## src/matrix4_multiply_unit_defines.svh

```systemverilog
// ----------------------------------------------------------------------------
// matrix4_multiply_unit_defines
// assertion macros used by the matrix multiply rtl
// ----------------------------------------------------------------------------
`ifndef MATRIX4_MULTIPLY_UNIT_DEFINES_SVH
`define MATRIX4_MULTIPLY_UNIT_DEFINES_SVH

// same-cycle implication, checked out of reset
`define MX4_ASSERT_NOW(label, ante, cons, msg) \
    label: assert property (@(posedge clk) disable iff (!rst_n) (ante) |-> (cons)) \
        else $error(msg);

// next-cycle implication, checked out of reset
`define MX4_ASSERT_NEXT(label, ante, cons, msg) \
    label: assert property (@(posedge clk) disable iff (!rst_n) (ante) |=> (cons)) \
        else $error(msg);

`endif

```

## src/mx4_pkg.sv

```systemverilog
// ----------------------------------------------------------------------------
// mx4_pkg
// types and constants for the fixed-point matrix multiply unit
// ----------------------------------------------------------------------------
package mx4_pkg;

    localparam int DIM    = 4;
    localparam int CELLS  = DIM * DIM;
    localparam int VAL_W  = 32;
    localparam int IDX_W  = 4;
    localparam int FRAC_W = 16;
    localparam int DIX_W  = (DIM > 1) ? $clog2(DIM) : 1;
    localparam int ADDR_W = $clog2(CELLS);
    localparam int PROD_W = 2 * VAL_W;
    // exact sum of DIM full products plus a sign bit of headroom
    localparam int ACC_W  = PROD_W + $clog2(DIM) + 1;

    typedef struct packed {
        logic signed [VAL_W-1:0] a_value;
        logic signed [VAL_W-1:0] b_value;
    } load_beat_t;

    typedef struct packed {
        logic signed [VAL_W-1:0] c_value;
        logic [IDX_W-1:0]        c_index;
        logic                    last_result;
    } result_beat_t;

    typedef struct packed {
        logic vld;
        logic first;
        logic last;
    } mac_ctl_t;

    typedef enum logic [1:0] {
        ST_LOAD,
        ST_ISSUE,
        ST_WAIT,
        ST_EMIT
    } state_t;

    function automatic logic [ADDR_W-1:0] cell_addr(input logic [DIX_W-1:0] row,
                                                    input logic [DIX_W-1:0] col);
        cell_addr = ADDR_W'(row) * ADDR_W'(DIM) + ADDR_W'(col);
    endfunction

endpackage

```

## src/matrix4_multiply_unit.sv

```systemverilog
// per result: issue DIM products to the single shared mac, wait for its done, then
// emit the result and hold it while stalled; per run: 16 load beats, one pair a cycle
// compute throughput is bounded by the single shared mac
// the load channel stalls from the last load beat until the final result leaves
// reset clears the sequencer and load count; the stores hold no reset value
// ----------------------------------------------------------------------------
// matrix4_multiply_unit
// loads A and B pairwise in row-major order, then streams C = A * B in Q16.16
// ----------------------------------------------------------------------------
`include "matrix4_multiply_unit_defines.svh"

module matrix4_multiply_unit (
    input  logic                  clk,
    input  logic                  rst_n,
    input  logic                  load_valid,
    output logic                  load_stall,
    input  mx4_pkg::load_beat_t   load_data,
    output logic                  result_valid,
    input  logic                  result_stall,
    output mx4_pkg::result_beat_t result_data
);

    logic signed [mx4_pkg::VAL_W-1:0] left_mem  [mx4_pkg::CELLS];
    logic signed [mx4_pkg::VAL_W-1:0] right_mem [mx4_pkg::CELLS];

    mx4_pkg::state_t               state_reg;
    mx4_pkg::state_t               state_next;
    logic [mx4_pkg::ADDR_W-1:0]    load_count_reg;
    logic [mx4_pkg::ADDR_W-1:0]    load_count_next;
    logic [mx4_pkg::DIX_W-1:0]     row_reg;
    logic [mx4_pkg::DIX_W-1:0]     row_next;
    logic [mx4_pkg::DIX_W-1:0]     col_reg;
    logic [mx4_pkg::DIX_W-1:0]     col_next;
    logic [mx4_pkg::DIX_W-1:0]     k_reg;
    logic [mx4_pkg::DIX_W-1:0]     k_next;

    logic signed [mx4_pkg::VAL_W-1:0] left_rd_reg;
    logic signed [mx4_pkg::VAL_W-1:0] right_rd_reg;
    mx4_pkg::mac_ctl_t                rd_ctl_reg;
    mx4_pkg::mac_ctl_t                issue;

    logic signed [mx4_pkg::ACC_W-1:0] mac_sum;
    logic                             mac_done;
    logic signed [mx4_pkg::ACC_W-1:0] shifted;
    logic signed [mx4_pkg::VAL_W-1:0] sat_value;
    mx4_pkg::result_beat_t            out_reg;

    logic load_fire;
    logic result_fire;
    logic load_last;
    logic k_last;
    logic col_last;
    logic row_last;
    logic [mx4_pkg::ADDR_W-1:0] out_addr;

    assign load_fire   = load_valid & ~load_stall;
    assign result_fire = result_valid & ~result_stall;
    assign load_last   = (load_count_reg == mx4_pkg::ADDR_W'(mx4_pkg::CELLS - 1));
    assign k_last      = (k_reg == mx4_pkg::DIX_W'(mx4_pkg::DIM - 1));
    assign col_last    = (col_reg == mx4_pkg::DIX_W'(mx4_pkg::DIM - 1));
    assign row_last    = (row_reg == mx4_pkg::DIX_W'(mx4_pkg::DIM - 1));
    assign out_addr    = mx4_pkg::cell_addr(row_reg, col_reg);

    // next state
    always_comb
    begin
        state_next = state_reg;
        case (state_reg)
            mx4_pkg::ST_LOAD:
            begin
                if (load_fire && load_last)
                    state_next = mx4_pkg::ST_ISSUE;
            end
            mx4_pkg::ST_ISSUE:
            begin
                if (k_last)
                    state_next = mx4_pkg::ST_WAIT;
            end
            mx4_pkg::ST_WAIT:
            begin
                if (mac_done)
                    state_next = mx4_pkg::ST_EMIT;
            end
            mx4_pkg::ST_EMIT:
            begin
                if (result_fire)
                    state_next = (row_last && col_last) ? mx4_pkg::ST_LOAD
                                                        : mx4_pkg::ST_ISSUE;
            end
            default:
                state_next = mx4_pkg::ST_LOAD;
        endcase
    end

    // outputs and counters
    always_comb
    begin
        load_stall      = 1'b1;
        result_valid    = 1'b0;
        issue           = '0;
        load_count_next = load_count_reg;
        row_next        = row_reg;
        col_next        = col_reg;
        k_next          = k_reg;
        case (state_reg)
            mx4_pkg::ST_LOAD:
            begin
                load_stall = 1'b0;
                if (load_fire)
                    load_count_next = load_last ? '0 : load_count_reg + 1'b1;
                row_next = '0;
                col_next = '0;
                k_next   = '0;
            end
            mx4_pkg::ST_ISSUE:
            begin
                issue.vld   = 1'b1;
                issue.first = (k_reg == '0);
                issue.last  = k_last;
                k_next      = k_last ? '0 : k_reg + 1'b1;
            end
            mx4_pkg::ST_WAIT:
            begin
                k_next = '0;
            end
            mx4_pkg::ST_EMIT:
            begin
                result_valid = 1'b1;
                if (result_fire)
                begin
                    col_next = col_last ? '0 : col_reg + 1'b1;
                    if (col_last)
                        row_next = row_last ? '0 : row_reg + 1'b1;
                end
            end
            default:
            begin
                load_stall = 1'b1;
            end
        endcase
    end

    always_ff @(posedge clk or negedge rst_n)
    begin
        if (!rst_n)
        begin
            state_reg      <= mx4_pkg::ST_LOAD;
            load_count_reg <= '0;
            row_reg        <= '0;
            col_reg        <= '0;
            k_reg          <= '0;
            rd_ctl_reg     <= '0;
        end
        else
        begin
            state_reg      <= state_next;
            load_count_reg <= load_count_next;
            row_reg        <= row_next;
            col_reg        <= col_next;
            k_reg          <= k_next;
            rd_ctl_reg     <= issue;
        end
    end

    // operand stores, one write port and one registered read port each
    always_ff @(posedge clk)
    begin
        if (load_fire)
        begin
            left_mem[load_count_reg]  <= load_data.a_value;
            right_mem[load_count_reg] <= load_data.b_value;
        end
        if (issue.vld)
        begin
            left_rd_reg  <= left_mem[mx4_pkg::cell_addr(row_reg, k_reg)];
            right_rd_reg <= right_mem[mx4_pkg::cell_addr(k_reg, col_reg)];
        end
    end

    mx4_mac u_mac (
        .clk   (clk),
        .rst_n (rst_n),
        .op    (rd_ctl_reg),
        .a     (left_rd_reg),
        .b     (right_rd_reg),
        .sum   (mac_sum),
        .done  (mac_done)
    );

    // floor shift, then clamp to 32 bits
    assign shifted = mac_sum >>> mx4_pkg::FRAC_W;

    always_comb
    begin
        if ((&shifted[mx4_pkg::ACC_W-1:mx4_pkg::VAL_W-1]) ||
            (~|shifted[mx4_pkg::ACC_W-1:mx4_pkg::VAL_W-1]))
            sat_value = shifted[mx4_pkg::VAL_W-1:0];
        else if (shifted[mx4_pkg::ACC_W-1])
            sat_value = {1'b1, {(mx4_pkg::VAL_W-1){1'b0}}};
        else
            sat_value = {1'b0, {(mx4_pkg::VAL_W-1){1'b1}}};
    end

    always_ff @(posedge clk)
    begin
        if (state_reg == mx4_pkg::ST_WAIT && mac_done)
        begin
            out_reg.c_value     <= sat_value;
            out_reg.c_index     <= mx4_pkg::IDX_W'(out_addr);
            out_reg.last_result <= row_last & col_last;
        end
    end

    assign result_data = out_reg;

    `MX4_ASSERT_NOW(a_result_blocks_load, result_valid, load_stall,
                    "load accepted while a result beat is pending")
    `MX4_ASSERT_NOW(a_mac_done_in_wait, mac_done, state_reg == mx4_pkg::ST_WAIT,
                    "mac finished outside the wait state")
    `MX4_ASSERT_NEXT(a_run_end_reloads, result_fire && result_data.last_result,
                     state_reg == mx4_pkg::ST_LOAD && load_count_reg == '0,
                     "final result did not return to loading")
    `MX4_ASSERT_NOW(a_no_load_count_midrun, state_reg != mx4_pkg::ST_LOAD,
                    load_count_reg == '0,
                    "load count not cleared during compute")

endmodule

```

## src/mx4_mac.sv

```systemverilog
// ----------------------------------------------------------------------------
// mx4_mac
// shared signed multiply-accumulate unit: registered product, exact sum
// ----------------------------------------------------------------------------
module mx4_mac (
    input  logic                              clk,
    input  logic                              rst_n,
    input  mx4_pkg::mac_ctl_t                 op,
    input  logic signed [mx4_pkg::VAL_W-1:0]  a,
    input  logic signed [mx4_pkg::VAL_W-1:0]  b,
    output logic signed [mx4_pkg::ACC_W-1:0]  sum,
    output logic                              done
);

    mx4_pkg::mac_ctl_t                   prod_ctl_reg;
    logic signed [mx4_pkg::PROD_W-1:0]   prod_reg;
    logic signed [mx4_pkg::PROD_W-1:0]   prod_next;
    logic signed [mx4_pkg::ACC_W-1:0]    acc_reg;
    logic signed [mx4_pkg::ACC_W-1:0]    acc_next;
    logic                                done_reg;

    assign prod_next = a * b;

    always_comb
    begin
        if (prod_ctl_reg.first)
            acc_next = mx4_pkg::ACC_W'(prod_reg);
        else
            acc_next = acc_reg + mx4_pkg::ACC_W'(prod_reg);
    end

    always_ff @(posedge clk or negedge rst_n)
    begin
        if (!rst_n)
        begin
            prod_ctl_reg <= '0;
            done_reg     <= 1'b0;
        end
        else
        begin
            prod_ctl_reg <= op;
            done_reg     <= prod_ctl_reg.vld & prod_ctl_reg.last;
        end
    end

    always_ff @(posedge clk)
    begin
        if (op.vld)
            prod_reg <= prod_next;
        if (prod_ctl_reg.vld)
            acc_reg <= acc_next;
    end

    assign sum  = acc_reg;
    assign done = done_reg;

endmodule

```

## config.mk

```make
export PLATFORM = sky130hd
export DESIGN_NAME = matrix4_multiply_unit
export DESIGN_NICKNAME = d
export VERILOG_FILES = /design/src/mx4_pkg.sv /design/src/matrix4_multiply_unit.sv /design/src/mx4_mac.sv
export VERILOG_INCLUDE_DIRS = /design/src /design/src/src
export SDC_FILE = /design/constraint.sdc
export NUM_CORES = 2
export LEC_CHECK = 0
export BUFFER_PORTS_ARGS = -buffer_cell sky130_fd_sc_hd__buf_2
export CELL_PAD_IN_SITES_DETAIL_PLACEMENT = 1
export CELL_PAD_IN_SITES_GLOBAL_PLACEMENT = 2
export CORE_ASPECT_RATIO = 0.9
export CORE_UTILIZATION = 30
export CTS_CLUSTER_DIAMETER = 50
export DETAILED_ROUTE_END_ITERATION = 8
export HOLD_SLACK_MARGIN = 0.08
export PLACE_DENSITY = 0.6
export RECOVER_POWER = 25
export SLEW_MARGIN = 10
export SYNTH_ARGS = -nofsm -noshare
export SYNTH_HDL_FRONTEND = slang
export SYNTH_SLANG_ARGS = --single-unit
```

## constraint.sdc

```tcl
create_clock -name clk -period 9.1 [get_ports clk]
set_input_delay 0.455 -clock clk [delete_from_list [all_inputs] [get_ports clk]]
set_output_delay 0.455 -clock clk [all_outputs]
set_load 0.005 [all_outputs]
```

==> run summary <==
Dpl cells: 10.19k
Layout cells sized above 1: 12.72%
Area grow syn2layout: 13.26%
Asr flop ratio synth: 1.490%
Fin crit period: 8.630 ns
All-layer global routing usage: 16.97%
Grt met2 use: 25.79%
Sequential fraction of the synthesis area: 43.88%
Fin crit share: 94.84%
DR pass1 iterations: 5
Synth cell count leaders: 1256 x edfxtp_1, 1083 x fa_1, 1009 x inv_1
Inserted Clock Buffers: 163
Crit path largest cell delay: 0.94 ns
CP arrival: 9.23 ns
First-pass GRT wire length: 370.9 mm
Final Setup Violations: 0
Finished Cell Area: 98590 sq um
Setup WS post-layout: 0.4698 ns
Worst-Skew Late Latency: 0.83 ns
Synth area leaders: edfxtp_1 43%, fa_1 25%, mux4_2 8.3%, inv_1 4.4%, and2_1 3.9%
Largest area contributor in the netlist: edfxtp_1
GR Util met1: 25.08%
Yosys reg bits: 1275
Top FF cell, synth: edfxtp_1
HP Class: in -> async
Synthesized area: 87040 sq um
Met3 usage: 3.620%
Critical Path Source Type: flip-flop
DR iter-0 viols: 3167
Grt ovf: 0
Clock Tree Root: clkbuf_16
Final nets: 7981
DR vias: 49.67k
GR peak layer: met2
I/O Buffers: 106
Drt total wl: 245.7 mm
Cells after Synth: 6361
Die width: 569.8 um
Core Box Area: 288500 sq um
Final Hold Fails: 0
Placer Congestion: 0.7821
CTS clock-pin slew for the worst setup and hold paths: 0.06 ns
Least-Margin Pin Slew: 1.261 ns
Max Fclk: 115.9 MHz
Antenna violations before repair: 38
Crit-path slowest cell: edfxtp_1
Cell Count, Final, Fillers Out: 10.56k
Die area: 292300 sq um
Share of the synthesized area in the top cell type: 43.33%
Relative slew slack: 15.93%
Largest net degree at the start of global routing: 105
Setup tns final: 0 ns
Synthesis Warnings: 0
Area after DPL: 92720 sq um
CTS tree: built
Max clock buf depth: 4
Worst-path fanout max: 16
Top Ports: 107
Worst Setup End Kind: flip-flop
Fin. max-slew vios: 0
RSZ-0062 raised after global routing: no
Most frequent cell after synthesis: edfxtp_1
DP HPWL: 170.4 mm
Data required, critical path: 9.70 ns
Vias/cell: 4.703
Placement Setup Slack: 0.1484 ns
CP dominant cell by count: fa_1
Crit Path Class: reg -> reg
CTS H-Tree Depth: 4
Syn Nets: 7775
Top delay family on crit path: adder cells
Post-synth EDFFs: 1256
Crit path buffers/inverters: 5
Clock Skews: 0.09588 ns
Average size of a mapped cell: 13.68 sq um
Antenna Nets Post-Route: 0
Site Rows: 187
Run status: finished clean
Residual DRC: 0
Routed WL per cell: 23.26 um
Die Height: 513.0 um
Vias in the first global route: 55.67k
Max_cap viols: 0
Synth cell types: 82
# fillers: 30.26k
Initial Util: 30.17%
TritonCTS sink count: 1275
-- layer usage --
layer	up-vias	routed length [um]
met5	-	224
met4	34	3817
met3	273	14180
met2	925	107800
met1	26751	119600
li1	21687	-
-- logic make-up after synthesis --
kind of cell	synth area share, %
AOI/OAI and AO/OA	3.722
xor gates and xnor gates	1.338
adders and majority gates	28.69
buffers and inverters	5.760
DFF	43.88
muxes	8.357
and+or+nand+nor	8.258
-- metrics by stage --
step	utilization (%)	hold slack, ns
3_5_place_dp	32.14	0.3484
3_3_place_gp	32.14	0.3327
6_report	34.17	0.2328
5_1_grt	34.17	0.2645
2_1_floorplan	-	0.1594
4_1_cts	34.12	0.1918
-- layout make-up --
type                            instances  area (sq um)  area share, %
Antenna cell                            7         17.52        0.01777
Multi-Input combinational cell       3757         43910          44.54
Clock buffer                          191          4205          4.265
Sequential cell                      1275         38220          38.76
Timing Repair Buffer                  360          2754          2.793
Tap cell                             3874          4847          4.916
Inverter                             1010          3794          3.848
Clock inverter                         87         845.8         0.8579
-- path summary, 6_finish.rpt --
check,from,endpoint,slack [ns],depth (start not counted)
max in group asynchronous,rst_n,u_mac.prod_ctl_reg[1]$_DFF_PN0_,8.19,2
hold reg to reg,rd_ctl_reg[0]$_DFF_PN0_,u_mac.prod_ctl_reg[0]$_DFF_PN0_,0.37,0
setup / recovery,right_rd_reg[12]$_DFFE_PP_,u_mac.prod_reg[55]$_DFFE_PP_,0.47,25
setup reg to reg,right_rd_reg[12]$_DFFE_PP_,u_mac.prod_reg[55]$_DFFE_PP_,0.47,25
min in group clk,rd_ctl_reg[0]$_DFF_PN0_,u_mac.prod_ctl_reg[0]$_DFF_PN0_,0.37,0
hold / removal,rst_n,col_reg[0]$_DFFE_PN0P_,0.23,2
-- placed cells by master (no fill, tap or decap), drive strengths merged, types with 7 or more instances in the layout --
cell and n:
ha 263, clkinv 56, nor3 17, inv 1024
nand2 642, clkbuf 235, o211ai 8, and2 537
buf 249, a31oi 16, mux4 320, and3 15
xnor2 86, bufinv 12, nor2 100, xor2 47
nor4 10, nand3 29, a221o 8, a21o 86
a211oi 9, dlygate4sd3 67, fa 1083, o21a 10
o31ai 10, o21bai 11, nand2b 34, nand4 27
diode 7, nor2b 11, edfxtp 1256, a21oi 122
o21ai 167, dfrtp 19, or3 10
-- worst register-to-register path: stages (launching register included) --
cell and delay [ns]:
edfxtp_1 0.94, buf_4 0.34, and2_1 0.16, fa_1 0.45
fa_1 0.39, fa_1 0.49, inv_1 0.05, fa_1 0.60
inv_1 0.10, fa_1 0.51, inv_1 0.05, fa_1 0.53
inv_1 0.05, fa_1 0.49, fa_1 0.43, ha_1 0.43
a21oi_1 0.11, nor2_1 0.10, a211oi_1 0.07, o21ai_0 0.76
o21ai_1 0.16, a21oi_1 0.24, o211ai_1 0.12, a21oi_1 0.46
nor4_1 0.12, a311oi_1 0.33
-- repair_timing --
| action | 4_1_cts | 5_1_grt |
|---|---|---|
| hold buffers | 67 | 0 |
| setup endpoints to repair | 0 | 4 |
| hold endpoints to repair | 1049 | 0 |
| resized for setup | 0 | 1 |
| setup buffers | 0 | 18 |
Power is not shown: default switching activity piles up to over one toggle a cycle in this logic, so the estimate is an artifact.
